## config.mk

```make
export PLATFORM = sky130hd
export DESIGN_NAME = syslog_structured_data_parser
export DESIGN_NICKNAME = d
export VERILOG_FILES = /design/src/design/sdp_pkg.sv /design/src/design/sdp_front.sv /design/src/design/sdp_queue.sv /design/src/design/sdp_back.sv /design/src/design/syslog_structured_data_parser.sv
export SDC_FILE = /design/constraint.sdc
export NUM_CORES = 1
export LEC_CHECK = 0
export BUFFER_PORTS_ARGS = -buffer_cell sky130_fd_sc_hd__buf_2
export CORE_UTILIZATION = 32
export DETAILED_ROUTE_END_ITERATION = 6
export PLACE_DENSITY_LB_ADDON = 0.1
export REMOVE_ABC_BUFFERS = 1
export SLEW_MARGIN = 0
export SYNTH_ARGS = -nofsm -noshare
export SYNTH_HDL_FRONTEND = slang
export SYNTH_SLANG_ARGS = --single-unit
```

## constraint.sdc

```tcl
create_clock -name clk -period 11.05 [get_ports clk]
set_clock_uncertainty 0.1 [all_clocks]
set_input_delay 1.105 -clock clk [delete_from_list [all_inputs] [get_ports clk]]
set_output_delay 1.105 -clock clk [all_outputs]
set_load 0.01 [all_outputs]
```

## src/design/sdp_pkg.sv

```systemverilog
`timescale 1ns / 1ps
// ----------------------------------------------------------------------------
// sdp_pkg
// Shared types and constants for the structured-data parser: token kinds,
// character codes, result and queue record layouts.
// ----------------------------------------------------------------------------
package sdp_pkg;

  localparam int ByteWidth  = 8;
  localparam int KindWidth  = 3;
  localparam int LenWidth   = 8;
  localparam int CountWidth = 10;

  localparam logic [CountWidth-1:0] ValueCapReset = 10'd1023;

  // Default depth of the queue between parser and serializer
  localparam int QueueDepthDefault = 4;

  // Token kinds
  localparam logic [KindWidth-1:0] KIND_ELEM_START = 3'd0;
  localparam logic [KindWidth-1:0] KIND_ID_CHAR    = 3'd1;
  localparam logic [KindWidth-1:0] KIND_NAME_CHAR  = 3'd2;
  localparam logic [KindWidth-1:0] KIND_VALUE_CHAR = 3'd3;
  localparam logic [KindWidth-1:0] KIND_PAIR_END   = 3'd4;

  // Characters the parser reacts to
  localparam logic [ByteWidth-1:0] CH_OPEN    = 8'h5B; // [
  localparam logic [ByteWidth-1:0] CH_CLOSE   = 8'h5D; // ]
  localparam logic [ByteWidth-1:0] CH_SPACE   = 8'h20;
  localparam logic [ByteWidth-1:0] CH_AT      = 8'h40; // @
  localparam logic [ByteWidth-1:0] CH_EQUAL   = 8'h3D; // =
  localparam logic [ByteWidth-1:0] CH_QUOTE   = 8'h22; // "
  localparam logic [ByteWidth-1:0] CH_BSLASH  = 8'h5C; // backslash

  // Lengths of the two matched words
  localparam logic [LenWidth-1:0] OriginLen = 8'd6;
  localparam logic [LenWidth-1:0] IpLen     = 8'd2;
  localparam logic [LenWidth-1:0] LenMax    = 8'd255;
  localparam logic [LenWidth:0]   KeyLimit  = 9'd248;

  // One result token
  typedef struct packed {
    logic [KindWidth-1:0]  kind;
    logic [ByteWidth-1:0]  tbyte;
    logic                  origin_ip;
    logic                  fits;
    logic [CountWidth-1:0] vlen;
    logic                  last;
  } sdp_result_t;

  // All results caused by one input byte
  typedef struct packed {
    logic        two;
    sdp_result_t r0;
    sdp_result_t r1;
  } sdp_record_t;

  // Character of "origin" at a position below six
  function automatic logic [ByteWidth-1:0] origin_char(input logic [2:0] pos);
    logic [ByteWidth-1:0] ch;
    case (pos)
      3'd0:    ch = 8'h6F; // o
      3'd1:    ch = 8'h72; // r
      3'd2:    ch = 8'h69; // i
      3'd3:    ch = 8'h67; // g
      3'd4:    ch = 8'h69; // i
      3'd5:    ch = 8'h6E; // n
      default: ch = 8'h00;
    endcase
    return ch;
  endfunction

  // Character of "ip" at a position below two
  function automatic logic [ByteWidth-1:0] ip_char(input logic pos);
    return pos ? 8'h70 : 8'h69;
  endfunction

endpackage

```

## src/design/sdp_front.sv

```systemverilog
`timescale 1ns / 1ps
// ----------------------------------------------------------------------------
// sdp_front
// Parser front end: takes one byte per beat, advances the parse state and
// builds the record of up to two tokens that the byte causes.
// ----------------------------------------------------------------------------
module sdp_front
  import sdp_pkg::*;
(
  input  logic                  clk,
  input  logic                  rst,
  input  logic                  in_valid,
  input  logic                  in_room,
  input  logic [ByteWidth-1:0]  in_byte,
  input  logic                  in_eos,
  input  logic [CountWidth-1:0] value_cap,
  output logic                  push,
  output sdp_record_t           push_rec
);

  localparam logic [2:0] PH_SEEK   = 3'd0;
  localparam logic [2:0] PH_ID     = 3'd1;
  localparam logic [2:0] PH_GAP    = 3'd2;
  localparam logic [2:0] PH_NAME   = 3'd3;
  localparam logic [2:0] PH_QUOTE  = 3'd4;
  localparam logic [2:0] PH_VALUE  = 3'd5;
  localparam logic [2:0] PH_ESCAPE = 3'd6;
  localparam logic [2:0] PH_SKIP   = 3'd7;

  logic [2:0]            phase, phase_next;
  logic [LenWidth-1:0]   id_len, id_len_next;
  logic                  at_seen, at_seen_next;
  logic                  id_origin, id_origin_next;
  logic [LenWidth-1:0]   name_len, name_len_next;
  logic                  name_ip, name_ip_next;
  logic [CountWidth-1:0] vcount, vcount_next;

  sdp_result_t res [2];
  logic [1:0]  cnt;
  logic        do_gap, do_name;
  logic [LenWidth-1:0] nbase_len;
  logic        nbase_ip;
  logic        accept;

  assign accept = in_valid && in_room;

  // Single-step parse of one byte, including the re-parse paths
  always_comb begin
    sdp_result_t tok;
    sdp_result_t pend;
    phase_next     = phase;
    id_len_next    = id_len;
    at_seen_next   = at_seen;
    id_origin_next = id_origin;
    name_len_next  = name_len;
    name_ip_next   = name_ip;
    vcount_next    = vcount;
    res[0]         = '0;
    res[1]         = '0;
    cnt            = 2'd0;
    do_gap         = 1'b0;
    do_name        = 1'b0;
    nbase_len      = name_len;
    nbase_ip       = name_ip;

    tok       = '0;
    tok.tbyte = in_byte;

    pend           = '0;
    pend.kind      = KIND_PAIR_END;
    pend.origin_ip = id_origin && (id_len == OriginLen) && name_ip && (name_len == IpLen);
    pend.fits      = ({1'b0, id_len} + {1'b0, name_len}) < KeyLimit;

    unique case (phase)
      PH_SEEK: begin
        if (in_byte == CH_OPEN) begin
          id_len_next    = '0;
          at_seen_next   = 1'b0;
          id_origin_next = 1'b1;
          res[cnt[0]]    = '0;
          cnt            = cnt + 2'd1;
          phase_next     = PH_ID;
        end
      end
      PH_ID: begin
        if (in_byte == CH_SPACE) begin
          phase_next = PH_GAP;
        end else if (in_byte == CH_CLOSE) begin
          phase_next = PH_SEEK;
        end else if (!at_seen) begin
          if (in_byte == CH_AT) begin
            at_seen_next = 1'b1;
          end else begin
            if (id_len >= OriginLen || origin_char(id_len[2:0]) != in_byte) begin
              id_origin_next = 1'b0;
            end
            if (id_len != LenMax) begin
              id_len_next = id_len + 8'd1;
            end
            tok.kind    = KIND_ID_CHAR;
            res[cnt[0]] = tok;
            cnt         = cnt + 2'd1;
          end
        end
      end
      PH_GAP: begin
        do_gap = 1'b1;
      end
      PH_NAME: begin
        do_name = 1'b1;
      end
      PH_QUOTE: begin
        if (in_byte == CH_QUOTE) begin
          vcount_next = '0;
          phase_next  = PH_VALUE;
        end else if (in_byte == CH_CLOSE) begin
          phase_next = PH_SEEK;
        end else begin
          phase_next = PH_SKIP;
        end
      end
      PH_VALUE, PH_ESCAPE: begin
        if (vcount >= value_cap) begin
          pend.vlen   = vcount;
          res[cnt[0]] = pend;
          cnt         = cnt + 2'd1;
          phase_next  = PH_GAP;
          do_gap      = 1'b1;
        end else if (phase == PH_ESCAPE) begin
          tok.kind    = KIND_VALUE_CHAR;
          res[cnt[0]] = tok;
          cnt         = cnt + 2'd1;
          vcount_next = vcount + 10'd1;
          phase_next  = PH_VALUE;
        end else if (in_byte == CH_BSLASH) begin
          phase_next = PH_ESCAPE;
        end else if (in_byte == CH_QUOTE) begin
          pend.vlen   = vcount;
          res[cnt[0]] = pend;
          cnt         = cnt + 2'd1;
          phase_next  = PH_GAP;
        end else begin
          tok.kind    = KIND_VALUE_CHAR;
          res[cnt[0]] = tok;
          cnt         = cnt + 2'd1;
          vcount_next = vcount + 10'd1;
        end
      end
      default: begin
        if (in_byte == CH_CLOSE) begin
          phase_next = PH_SEEK;
        end
      end
    endcase

    // Gap between parameters: a new name starts on any other byte
    if (do_gap) begin
      if (in_byte == CH_CLOSE) begin
        phase_next = PH_SEEK;
      end else if (in_byte != CH_SPACE) begin
        nbase_len     = '0;
        nbase_ip      = 1'b1;
        name_len_next = '0;
        name_ip_next  = 1'b1;
        phase_next    = PH_NAME;
        do_name       = 1'b1;
      end
    end

    // Parameter name character
    if (do_name) begin
      if (in_byte == CH_EQUAL) begin
        phase_next = PH_QUOTE;
      end else if (in_byte == CH_CLOSE) begin
        phase_next = PH_SEEK;
      end else begin
        name_ip_next = nbase_ip;
        if (nbase_len >= IpLen || ip_char(nbase_len[0]) != in_byte) begin
          name_ip_next = 1'b0;
        end
        name_len_next = (nbase_len != LenMax) ? nbase_len + 8'd1 : nbase_len;
        tok.kind      = KIND_NAME_CHAR;
        res[cnt[0]]   = tok;
        cnt           = cnt + 2'd1;
      end
    end

    // End of string: close an open value, then drop back to reset state
    if (in_eos) begin
      if (phase_next == PH_VALUE || phase_next == PH_ESCAPE) begin
        pend.vlen   = vcount_next;
        res[cnt[0]] = pend;
        cnt         = cnt + 2'd1;
      end
      phase_next     = PH_SEEK;
      id_len_next    = '0;
      at_seen_next   = 1'b0;
      id_origin_next = 1'b1;
      name_len_next  = '0;
      name_ip_next   = 1'b1;
      vcount_next    = '0;
    end
  end

  // Build the queue record
  always_comb begin
    push_rec.two     = cnt[1];
    push_rec.r0      = res[0];
    push_rec.r0.last = ~cnt[1];
    push_rec.r1      = res[1];
    push_rec.r1.last = 1'b1;
  end

  assign push = accept && (cnt != 2'd0);

  // Advance parse state on each accepted beat
  always_ff @(posedge clk) begin
    if (rst) begin
      phase     <= PH_SEEK;
      id_len    <= '0;
      at_seen   <= 1'b0;
      id_origin <= 1'b1;
      name_len  <= '0;
      name_ip   <= 1'b1;
      vcount    <= '0;
    end else if (accept) begin
      phase     <= phase_next;
      id_len    <= id_len_next;
      at_seen   <= at_seen_next;
      id_origin <= id_origin_next;
      name_len  <= name_len_next;
      name_ip   <= name_ip_next;
      vcount    <= vcount_next;
    end
  end

endmodule

```

## src/design/sdp_queue.sv

```systemverilog
`timescale 1ns / 1ps
// ----------------------------------------------------------------------------
// sdp_queue
// Short register queue of token records between parser and serializer.
// ----------------------------------------------------------------------------
module sdp_queue
  import sdp_pkg::*;
#(
  parameter int Depth = QueueDepthDefault
) (
  input  logic        clk,
  input  logic        rst,
  input  logic        push,
  input  sdp_record_t push_rec,
  output logic        room,
  input  logic        pop,
  output logic        nonempty,
  output sdp_record_t head
);

  localparam int PtrWidth = (Depth > 1) ? $clog2(Depth) : 1;
  localparam int CntWidth = $clog2(Depth + 1);
  localparam logic [PtrWidth-1:0] PtrLast = PtrWidth'(Depth - 1);
  localparam logic [CntWidth-1:0] CntFull = CntWidth'(Depth);

  sdp_record_t         slots [Depth];
  logic [PtrWidth-1:0] wr_ptr, rd_ptr;
  logic [CntWidth-1:0] count;

  assign room     = (count != CntFull);
  assign nonempty = (count != '0);
  assign head     = slots[rd_ptr];

  // Store pushed records
  always_ff @(posedge clk) begin
    if (push) begin
      slots[wr_ptr] <= push_rec;
    end
  end

  // Advance pointers and fill count
  always_ff @(posedge clk) begin
    if (rst) begin
      wr_ptr <= '0;
      rd_ptr <= '0;
      count  <= '0;
    end else begin
      if (push) begin
        wr_ptr <= (wr_ptr == PtrLast) ? '0 : wr_ptr + PtrWidth'(1);
      end
      if (pop) begin
        rd_ptr <= (rd_ptr == PtrLast) ? '0 : rd_ptr + PtrWidth'(1);
      end
      if (push && !pop) begin
        count <= count + CntWidth'(1);
      end else if (pop && !push) begin
        count <= count - CntWidth'(1);
      end
    end
  end

endmodule

```

## src/design/sdp_back.sv

```systemverilog
`timescale 1ns / 1ps
// ----------------------------------------------------------------------------
// sdp_back
// Serializer: unpacks each queued record into one or two output beats and
// holds them in an output register until taken.
// ----------------------------------------------------------------------------
module sdp_back
  import sdp_pkg::*;
(
  input  logic        clk,
  input  logic        rst,
  input  logic        nonempty,
  input  sdp_record_t head,
  output logic        pop,
  output logic        out_valid,
  input  logic        out_ready,
  output sdp_result_t out_res
);

  logic        sub;
  logic        load;
  sdp_result_t pick;

  assign load = nonempty && (!out_valid || out_ready);
  assign pick = sub ? head.r1 : head.r0;
  assign pop  = load && (sub || !head.two);

  // Step through the record
  always_ff @(posedge clk) begin
    if (rst) begin
      sub       <= 1'b0;
      out_valid <= 1'b0;
    end else begin
      if (load) begin
        sub       <= ~pop;
        out_valid <= 1'b1;
      end else if (out_ready) begin
        out_valid <= 1'b0;
      end
    end
  end

  // Hold the output beat
  always_ff @(posedge clk) begin
    if (load) begin
      out_res <= pick;
    end
  end

endmodule

```

## src/design/syslog_structured_data_parser.sv

```systemverilog
`timescale 1ns / 1ps
// ----------------------------------------------------------------------------
// syslog_structured_data_parser
// Streaming tokenizer for syslog structured data: one input byte per beat,
// element, id, name, value and pair-end tokens out.
// ----------------------------------------------------------------------------
// Path: each token is written into the queue when its byte is taken, and moves on to
// the output register when that register is free.
// Throughput: one byte per cycle while each byte yields at most one token and the
// output is taken; a byte that yields two tokens leaves the single output register
// as two beats in turn. The queue absorbs short bursts of such bytes.
// Reset: synchronous rst clears parse state and queue, value_cap returns to
// 1023.
module syslog_structured_data_parser
  import sdp_pkg::*;
#(
  parameter int QueueDepth = QueueDepthDefault
) (
  input  logic                  clk,
  input  logic                  rst,
  input  logic                  s_axis_tvalid,
  output logic                  s_axis_tready,
  input  logic [7:0]            s_axis_tdata,  // [7:0] data_byte
  input  logic                  s_axis_tlast,  // end_of_string
  output logic                  m_axis_tvalid,
  input  logic                  m_axis_tready,
  // [7:0] token_byte, [8] is_origin_ip, [9] key_fits, [19:10] value_length, [23:20] zero
  output logic [23:0]           m_axis_tdata,
  output logic [2:0]            m_axis_tuser,  // [2:0] token_kind
  output logic                  m_axis_tlast,  // last_of_run
  input  logic                  cfg_valid,
  output logic                  cfg_ready,
  input  logic [CountWidth-1:0] cfg_data       // value_cap
);

  logic [CountWidth-1:0] value_cap;
  logic                  room, push, pop, nonempty;
  sdp_record_t           push_rec, head;
  sdp_result_t           out_res;

  // Value cap register
  assign cfg_ready = 1'b1;

  always_ff @(posedge clk) begin
    if (rst) begin
      value_cap <= ValueCapReset;
    end else if (cfg_valid) begin
      value_cap <= cfg_data;
    end
  end

  assign s_axis_tready = room;

  sdp_front u_front (
    .clk       (clk),
    .rst       (rst),
    .in_valid  (s_axis_tvalid),
    .in_room   (room),
    .in_byte   (s_axis_tdata),
    .in_eos    (s_axis_tlast),
    .value_cap (value_cap),
    .push      (push),
    .push_rec  (push_rec)
  );

  sdp_queue #(
    .Depth (QueueDepth)
  ) u_queue (
    .clk      (clk),
    .rst      (rst),
    .push     (push),
    .push_rec (push_rec),
    .room     (room),
    .pop      (pop),
    .nonempty (nonempty),
    .head     (head)
  );

  sdp_back u_back (
    .clk       (clk),
    .rst       (rst),
    .nonempty  (nonempty),
    .head      (head),
    .pop       (pop),
    .out_valid (m_axis_tvalid),
    .out_ready (m_axis_tready),
    .out_res   (out_res)
  );

  // Pack the output beat
  assign m_axis_tdata = {4'b0000, out_res.vlen, out_res.fits, out_res.origin_ip, out_res.tbyte};
  assign m_axis_tuser = out_res.kind;
  assign m_axis_tlast = out_res.last;

endmodule
```

* Word-level counts from Yosys, hierarchy flattened
Memory sizes are Yosys's and may differ from the RTL's. A register that Yosys moved wholly into a read port is not among the register bits. Index checks and enable logic that the tools add are counted.
Word-level totals: logic and storage cells 236, flip-flop bits (word level) 75, memory bits (writable) 192, output and inout port bits 31, memories 1
Operators by class: multiplexer cells 122, $add $sub $neg 10, $lt $le $gt $ge 8, reductions and logical operators 34, equal/unequal tests 38, bitwise operators 4
Memories:
- u_queue.slots | depth 4, width 48, rd ports 1, clocked after memory_dff 1, wr ports 1, RTL line sdp_queue.sv:26 | sdp_record_t slots [Depth];
Operator list (count):
- two-way mux 24 bit | 10
- two-way mux 48 bit | 5
- two-way mux 8 bit | 20
- bitwise mux 48 bit | 2
- two-way mux 10 bit | 6
- two-way mux 3 bit | 18
- demux 24 bit (select 1 bit) | 2
- case mux 24 bit (2 select lines) | 1
- case mux 7 bit (5 select lines) | 1
- two-way mux 1 bit | 34
- == test 8 x 7 -> 1 bit (second input constant) | 4
- two-way mux 2 bit | 14
- == test 8 x 6 -> 1 bit (second input constant) | 3
- two-way mux 22 bit | 1
- == test 3 bit (second input constant) | 7
- case mux 10 bit (2 select lines) | 1
- adder 8 x 1 -> 8 bit (second input constant) | 2
- inequality test 8 bit | 2
- inequality test 8 bit (second input constant) | 2
- case mux 8 bit (2 select lines) | 1
- AND reduction 8 bit | 2
- inequality test 3 bit (second input constant) | 5
- case mux 3 bit (5 select lines) | 1
- == test 3 x 2 -> 1 bit (second input constant) | 4
- 32 further kinds | 68

* Logic depth before layout (Yosys ltp)
Gate-level depths: netlist (run 1).
word-level depth 22, mapped depth 23, gate-level depth less buffers 22

* By module
From an unflattened synthesis (run 1), not the netlist that was laid out.
Unflattened totals: cell total of the unflattened synthesis 906, area total of the unflattened synthesis 12707.2 sq um
Modules (own cells, without submodules):
- sdp_queue | times used 1, sequential area each 6065.8 sq um, area each 7533.5 sq um, cells an instance 301
- sdp_front | times used 1, sequential area each 640.6 sq um, area each 3539.6 sq um, cells an instance 502
- sdp_back | times used 1, sequential area each 760.7 sq um, area each 1207.4 sq um, cells an instance 63
- syslog_structured_data_parser | times used 1, sequential area each 200.2 sq um, area each 426.7 sq um, cells an instance 40

* Worst setup path before layout (run 1)
OpenSTA, ideal clock, no wires.
kind input -> register, start input port s_axis_tdata[1], end memory u_queue.slots[0][0] (netlist name), enable pin, stages on the path 14, setup time 409 ps, data required time 10541 ps, slack 5741 ps, arrival time 4799 ps, cell sequence clkbuf_1 nor4_1 a41o_1 or3_1 o2111ai_1 ha_1 mux2_2 inv_1 ha_1 inv_1 a31oi_4 inv_2 o31a_4 and2_1
RTL lines:
- start: declaration | RTL line syslog_structured_data_parser.sv:23 | input logic [7:0] s_axis_tdata,
- end: declaration | RTL line sdp_queue.sv:26

==> results.rst, run 1 <==
.. list-table::
   :header-rows: 1

   * - Metric
     - Value
   * - Number of buffers inserted by post-CTS setup repair
     - 0
   * - Final cell count without fillers
     - 1,556
   * - Routed met3 length
     - 1170 um
   * - Slew margin rel.
     - 0.343
   * - DP Wirelength
     - around 20,000 um
   * - Top post-synthesis cells by area
     - sky130_fd_sc_hd__edfxtp_1, sky130_fd_sc_hd__dfxtp_1, sky130_fd_sc_hd__mux4_2, sky130_fd_sc_hd__nand2_1, sky130_fd_sc_hd__ha_1
   * - Post-Layout Inst Area
     - 14,200 sq um
   * - Routed length on met2
     - approximately 15,000 um
   * - Vias per cell
     - 5.04
   * - Die footprint
     - 39,500 sq um
   * - Vias post-DR
     - about 8,000
   * - Average wire length per cell after detail routing
     - approximately 20 um
   * - Total internal power
     - about 1.9 mW
   * - Buffer cell driving the clock tree root
     - sky130_fd_sc_hd__clkbuf_16
   * - Clk_lat worst skew
     - 550 ps
   * - Critical path data required time
     - between 10,000 and 15,000 ps
   * - Core region area
     - ~38,000 sq um
   * - Ordered cell list for the critical path
     - ha_1 -> a211o_1 -> a21oi_1 -> o21a_1 -> nand2_1 -> nand2_1 -> o2111ai_1 -> ha_1 -> mux2_2 -> inv_1 -> ha_1 -> inv_1 -> a31oi_4 -> inv_2 -> o31a_4 -> ha_1 -> inv_1 -> fa_1 -> xor2_1 -> or3_1 -> a21oi_1
   * - Number of flops mapped to enable cells by yosys
     - 212
   * - Top-area cell type share of the netlist area
     - 0.513
   * - Top cell family by delay on the critical path
     - compound AO/OA/AOI/OAI gates
   * - Total leakage power
     - 5.09 nW
   * - Port Buffer Count
     - 49
   * - Total number of nets in the final design
     - 1,082
   * - Final hold viol count
     - 0
   * - Transition time at the pin with the least slew margin
     - about 1000 ps
   * - Share of the clock period used by the worst path after layout
     - 0.494
   * - Critical path capture point type
     - flip-flop
   * - Highest fanout seen on the critical path
     - 12
   * - H-tree level count
     - 1
   * - Routed wire length
     - 31,200 um
   * - All-layer global routing usage
     - 0.162
   * - Resized cells post-CTS
     - 0
   * - Number of buffers created by CTS
     - 30
   * - Number of diodes
     - 0
   * - Element type at the critical path start
     - flip-flop
   * - Share of synthesized registers carrying an async set or reset
     - 0
   * - TritonCTS clock tree
     - built
   * - Quantity of hold-fixing buffers added after cts
     - 0
   * - Setup TNS Final
     - 0 ps
   * - Top-level port count
     - 55
   * - Areal power density over the cells
     - 177 nW/um^2
   * - Final setup vio count
     - 0
   * - CP bufs+invs
     - 4
   * - Sequential power share
     - 0.470
   * - Ratio of cells with drive above 1 in the final layout
     - 0.178
   * - Remaining antenna violation count
     - 0
   * - Iter 0 DRT Violations
     - 426
   * - Net switching power
     - 0.638 mW
   * - Combinational cell fraction of total power
     - 0.137
   * - Remaining DRCs
     - 0
   * - Number of global-route vias before repair
     - 8,002
   * - Most common flop cell mapped by yosys
     - sky130_fd_sc_hd__edfxtp_1
   * - Classification of the worst setup path
     - reg -> reg
   * - Clk sink count
     - between 200 and 300
   * - Max frequency
     - 0.183 GHz
   * - DP Cell Count
     - 1,501
   * - Effective utilization at floorplan
     - 0.327
   * - Flip-flop and latch area
     - between 7000 and 8000 sq um
   * - Sequential fraction of the synthesis area
     - 0.599
   * - Final total power
     - 2.50 mW
   * - Area leader, netlist
     - sky130_fd_sc_hd__edfxtp_1
   * - Routed length on met1
     - about 15,000 um
   * - Path type of the worst min-delay path
     - reg -> reg
   * - Relative contribution of the clock network to total power
     - 0.393
   * - Number of warnings printed during yosys synthesis
     - 0
   * - Area growth from synthesis to layout
     - 14.3%
   * - Wire length of the first global-routing pass
     - 48,500 um
   * - Peak VDD IR
     - roughly 0.12 mV
   * - Max stage delay cell, worst path
     - sky130_fd_sc_hd__dfxtp_1
   * - Status
     - complete, no violations
   * - Gpl congestion
     - 0.817
   * - Cell area after synthesis
     - 12,400 sq um
   * - Synth Area per Inst
     - 12.8 sq um
   * - CP max stage delay
     - 480 ps
   * - Die height
     - 199 um
   * - Number of rows created at floorplan
     - 71
   * - Global route overflow
     - 0
   * - Switching share of total power
     - 0.255
   * - Total iterations of the first detailed-routing run
     - 5
   * - Synth Register Bits
     - 265
   * - Most common cell on crit path
     - sky130_fd_sc_hd__ha_1
   * - Count of distinct cell types in the synthesized netlist
     - 81
   * - Initial antenna violation count
     - 0
   * - Highest-count cells in the layout ignoring fill and taps
     - sky130_fd_sc_hd__edfxtp_1, sky130_fd_sc_hd__nand2_1, sky130_fd_sc_hd__nor2_1, sky130_fd_sc_hd__dfxtp_1, sky130_fd_sc_hd__buf_2
   * - Final max-slew violation count
     - 0
   * - Syn Inst Count
     - 971
   * - Multi-input gate area in the final layout
     - 4620 sq um
   * - Most common cell after layout, fill and taps aside
     - sky130_fd_sc_hd__edfxtp_1
   * - Max-cap viol count
     - 0
   * - Minimum period implied by the final worst setup slack
     - 5450 ps
   * - Signal arrival time at the worst endpoint
     - between 5000 and 6000 ps
   * - Unrepaired setup endpoints after global routing
     - no
   * - Number of fill cells in the layout
     - between 3,000 and 4,000
   * - Top Layer Used
     - met4
   * - Bufs on Longest Clock Path
     - 3
   * - Register clock-pin slew on the reported worst setup and hold paths
     - 60 ps
   * - Area after DPL
     - 13,200 sq um
   * - Die Wd
     - 199 um
   * - Pin count of the biggest net entering global routing
     - 48
[power by group through the flow]
| stage | registers (mW) | clock network (mW) | logic, mW |
|---|---|---|---|
| 5_1_grt | 1.19 | 1.05 | 0.383 |
| 4_1_cts | 1.18 | 1.01 | 0.359 |
| 3_5_place_dp | 1.20 | 0 | 0.358 |
| 3_3_place_gp | 1.20 | 0 | 0.357 |
| 6_report | 1.18 | 0.984 | 0.342 |
| 2_1_floorplan | 1.24 | 0 | 0.153 |
[layer usage]
| layer | track usage | vias up |
|---|---|---|
| met5 | 0 | - |
| met4 | 0.0433 | 0 |
| met3 | 0.0229 | 40 |
| met2 | 0.266 | 151 |
| met1 | 0.225 | 3884 |
| li1 | - | 3761 |
[sequential cells by signal, indices dropped and copies added, names as in the netlist, 2 cells and up, named ones only]
name              cells
u_queue.slots       188
u_back.out_res       24
u_front.vcount       10
value_cap            10
u_front.id_len        8
u_front.name_len      8
u_front.phase         3
u_queue.count         3
u_queue.rd_ptr        2
u_queue.wr_ptr        2
[cell usage after synthesis (8+ instances only)]
cell	number
sky130_fd_sc_hd__edfxtp_1	212
sky130_fd_sc_hd__nand2_1	136
sky130_fd_sc_hd__nor2_1	62
sky130_fd_sc_hd__dfxtp_1	53
sky130_fd_sc_hd__mux4_2	47
sky130_fd_sc_hd__a21oi_1	46
sky130_fd_sc_hd__ha_1	35
sky130_fd_sc_hd__inv_1	34
sky130_fd_sc_hd__o21ai_0	28
sky130_fd_sc_hd__clkbuf_1	23
sky130_fd_sc_hd__nand3_1	22
sky130_fd_sc_hd__and2_1	21
sky130_fd_sc_hd__nor3_1	16
sky130_fd_sc_hd__o211ai_1	14
sky130_fd_sc_hd__buf_1	13
sky130_fd_sc_hd__nor2b_1	13
sky130_fd_sc_hd__nand4_1	12
sky130_fd_sc_hd__xor2_1	10
sky130_fd_sc_hd__nor4_1	9
sky130_fd_sc_hd__o21a_1	9
sky130_fd_sc_hd__xnor2_1	8
[worst paths after layout]
check / from / end / slack [ps] / depth (start not counted)
max: u_front.vcount[7] / u_queue.count[2] / 5600 / 21
min: u_front.id_origin / u_front.id_origin / 370 / 2
max reg2reg: u_front.vcount[7] / u_queue.count[2] / 5600 / 21
min reg2reg: u_front.id_origin / u_front.id_origin / 370 / 2
[worst reg2reg max path, stage by stage, from the launching register on]
cell and delay (ps):
sky130_fd_sc_hd__dfxtp_1 480, sky130_fd_sc_hd__ha_1 300, sky130_fd_sc_hd__a211o_1 300, sky130_fd_sc_hd__a21oi_1 200, sky130_fd_sc_hd__o21a_1 360, sky130_fd_sc_hd__nand2_1 340, sky130_fd_sc_hd__nand2_1 140, sky130_fd_sc_hd__o2111ai_1 260
sky130_fd_sc_hd__ha_1 400, sky130_fd_sc_hd__mux2_2 290, sky130_fd_sc_hd__inv_1 100, sky130_fd_sc_hd__ha_1 240, sky130_fd_sc_hd__inv_1 90, sky130_fd_sc_hd__a31oi_4 110, sky130_fd_sc_hd__inv_2 130, sky130_fd_sc_hd__o31a_4 210
sky130_fd_sc_hd__ha_1 210, sky130_fd_sc_hd__inv_1 70, sky130_fd_sc_hd__fa_1 430, sky130_fd_sc_hd__xor2_1 170, sky130_fd_sc_hd__or3_1 310, sky130_fd_sc_hd__a21oi_1 140
[through the flow]
stage / hold WS (ps) / util / setup slack (ps)
after floorplan: 338 / - / 5850
after global placement: 362 / 0.348 / 5490
after detailed placement: 369 / 0.348 / 5420
after CTS: 380 / 0.374 / 5600
after global routing: 410 / 0.374 / 5190
final: 374 / 0.374 / 5600
[kinds of logic (layout without fill, tap and decap cells)]
group,count (synthesis),count (layout),synth area share
other,2,5,0.000606
DFF,265,265,0.599
buffers and inverters,85,156,0.0294
AOI/OAI and AO/OA,178,178,0.0992
and+or+nand+nor,333,333,0.130
xor gates and xnor gates,18,18,0.0127
adders and majority gates,36,36,0.0369
muxes,54,54,0.0916
[cell type report]
| type | count | share of cell area |
|---|---|---|
| Sequential cell | 265 | 0.525 |
| Multi-Input combinational cell | 624 | 0.326 |
| Clock buffer | 44 | 0.0623 |
| Tap cell | 511 | 0.0451 |
| Timing Repair Buffer | 63 | 0.0247 |
| Inverter | 38 | 0.0101 |
| Clock inverter | 11 | 0.00698 |
No activity file was read; power rests on OpenSTA's default activity.
==> inputs of run 2 (changes only) <==
==> constraint.sdc (replaced) <==
create_clock -name clk -period 5.35 [get_ports clk]
set_clock_uncertainty 0.1 [all_clocks]
set_input_delay 0.535 -clock clk [delete_from_list [all_inputs] [get_ports clk]]
set_output_delay 0.535 -clock clk [all_outputs]
set_load 0.01 [all_outputs]
==> results.rst, run 2 (same netlist as run 1, synthesis figures left out) <==
.. list-table::
   :header-rows: 1

   * - Metric
     - Value
   * - Worst reg2reg path depth
     - 20
   * - Largest registers
     - u_queue.slots (188), u_back.out_res (24)
   * - Minimum period implied by the final worst setup slack
     - 5100 ps
   * - Gpl congestion
     - 0.825
   * - Pin count of the biggest net entering global routing
     - 48
   * - Areal power density over the cells
     - 365 nW/um^2
   * - Effective utilization at floorplan
     - 0.327
   * - Unrepaired setup endpoints after global routing
     - no
   * - Share of the clock period used by the worst path after layout
     - 0.954
   * - Bufs on Longest Clock Path
     - 3
   * - Core region area
     - 37,900 sq um
   * - Final total power
     - 5.26 mW
   * - Average wire length per cell after detail routing
     - 20.1 um
   * - Highest-count cells in the layout ignoring fill and taps
     - sky130_fd_sc_hd__edfxtp_1, sky130_fd_sc_hd__nand2_1, sky130_fd_sc_hd__nor2_1, sky130_fd_sc_hd__dfxtp_1, sky130_fd_sc_hd__buf_2
   * - Setup TNS Final
     - 0 ps
   * - Peak VDD IR
     - 0.170 mV
   * - Most common cell after layout, fill and taps aside
     - sky130_fd_sc_hd__edfxtp_1
   * - Number of diodes
     - 0
   * - Remaining antenna violation count
     - 0
   * - Clk_lat worst skew
     - ~550 ps
   * - Ratio of cells with drive above 1 in the final layout
     - 0.195
   * - Max frequency
     - between 0.15 and 0.2 GHz
   * - Die Wd
     - slightly below 200 um
   * - Slew margin rel.
     - 0.324
   * - Remaining DRCs
     - 0
   * - Total iterations of the first detailed-routing run
     - 4
   * - CP bufs+invs
     - 4
   * - Final cell count without fillers
     - 1,577
   * - Iter 0 DRT Violations
     - 397
   * - Register clock-pin slew on the reported worst setup and hold paths
     - 60 ps
   * - TritonCTS clock tree
     - built
   * - Number of flip-flops in the largest register
     - around 190
   * - DP Wirelength
     - 20,600 um
   * - H-tree level count
     - 1
   * - Routed wire length
     - roughly 32,000 um
   * - Classification of the worst setup path
     - reg -> reg
   * - End of the worst register-to-register path
     - u_queue.count[2]
   * - Transition time at the pin with the least slew margin
     - ~1000 ps
   * - Critical path data required time
     - 5720 ps
   * - Clk sink count
     - 265
   * - Vias per cell
     - 5.04
   * - Number of buffers inserted by post-CTS setup repair
     - 0
   * - DP Cell Count
     - 1,520
   * - Total leakage power
     - 5.21 nW
   * - Number of global-route vias before repair
     - 8,015
   * - Signal arrival time at the worst endpoint
     - 5480 ps
   * - Vias post-DR
     - slightly below 8,000
   * - Total number of nets in the final design
     - roughly 1,100
   * - Buffer cell driving the clock tree root
     - sky130_fd_sc_hd__clkbuf_16
   * - R2R setup slack
     - about 250 ps
   * - Area growth from synthesis to layout
     - 16.3%
   * - Final setup vio count
     - 0
   * - Initial antenna violation count
     - 0
   * - All-layer global routing usage
     - 0.163
   * - Ordered cell list for the critical path
     - ha_1 -> nand4_1 -> or3_1 -> o21a_1 -> a211oi_2 -> and2b_1 -> o21ai_2 -> mux2_2 -> inv_1 -> ha_1 -> inv_1 -> a31oi_4 -> inv_2 -> o31a_4 -> ha_1 -> inv_1 -> fa_1 -> xor2_1 -> or3_1 -> a21oi_1
   * - Worst hold path stage count
     - 3
   * - Crit Reg-Reg Startpoint
     - u_front.vcount[6]
   * - Highest fanout seen on the critical path
     - 10
   * - Critical path capture point type
     - flip-flop
   * - Final max-slew violation count
     - 0
   * - Resized cells post-CTS
     - 0
   * - Die height
     - 199 um
   * - Number of buffers created by CTS
     - 31
   * - Endpoint, Worst Hold
     - value_cap[0]
   * - Max-cap viol count
     - 0
   * - Final hold viol count
     - 0
   * - Origin of the worst min-delay path
     - cfg_data[0]
   * - Max stage delay cell, worst path
     - sky130_fd_sc_hd__dfxtp_1
   * - Wire length of the first global-routing pass
     - 48,800 um
   * - Status
     - complete, no violations
   * - Quantity of hold-fixing buffers added after cts
     - 0
   * - Register with the most flip-flops
     - u_queue.slots
   * - Top cell family by delay on the critical path
     - compound AO/OA/AOI/OAI gates
   * - Port Buffer Count
     - 49
   * - Element type at the critical path start
     - flip-flop
   * - Number of rows created at floorplan
     - 71
   * - Post-route core utilization
     - 0.380
   * - Global route overflow
     - 0
   * - Die footprint
     - roughly 40,000 sq um
   * - Path type of the worst min-delay path
     - in -> reg
   * - Top-level port count
     - 55
   * - CP max stage delay
     - between 400 and 500 ps
-- run 2: cell type report --
type | count | area [sq um]
Multi-Input combinational cell | 624 | 4630
Timing Repair Buffer | 82 | 556
Clock buffer | 42 | 837
Fill cell | 3658 | 23500
Sequential cell | 265 | 7430
Clock inverter | 15 | 184
Tap cell | 511 | 639
Inverter | 38 | 143
-- run 2: per-stage QoR --
stage / cell area, sq um / hold slack [ps] / setup slack, ps
floorplan: 12200 / 338 / 472
global placement: 13400 / 358 / 314
detailed placement: 13400 / 359 / 188
CTS: 14400 / 75.7 / 173
global route: 14400 / 97.2 / 18.3
finish: 14400 / 104 / 246
-- run 2: power by group --
| group | switching (mW) | internal, mW |
|---|---|---|
| logic | 0.472 | 0.261 |
| clock network | 0.840 | 1.29 |
| registers | 0.0414 | 2.36 |
| total | 1.35 | 3.91 |
-- run 2: how the worst max path moves through the flow --
| stage | slack (ps) | startpoint | depth (start not counted) | to |
|---|---|---|---|---|
| floorplan | 470 | u_front.vcount[7] | 16 | u_queue.slots[3][0] |
| global placement | 310 | u_front.vcount[7] | 20 | u_queue.count[2] |
| detailed placement | 190 | u_front.vcount[6] | 20 | u_queue.count[2] |
| CTS | 170 | u_front.vcount[7] | 20 | u_queue.count[2] |
| global route | 20 | u_front.vcount[6] | 20 | u_queue.count[2] |
| finish | 250 | u_front.vcount[6] | 20 | u_queue.count[2] |
-- run 2: per-layer routing --
layer | share of wire | GRT usage
met2 | 0.46 | 0.266
met1 | 0.49 | 0.229
met5 | 0 | 0
met3 | 0.031 | 0.0198
met4 | 0.021 | 0.0450
-- run 2: worst min-delay path: cells and delay by family --
family / cells / cell delay, ps
and+or+nand+nor: 1 / 60
buffers and inverters: 1 / 70
muxes: 1 / 50
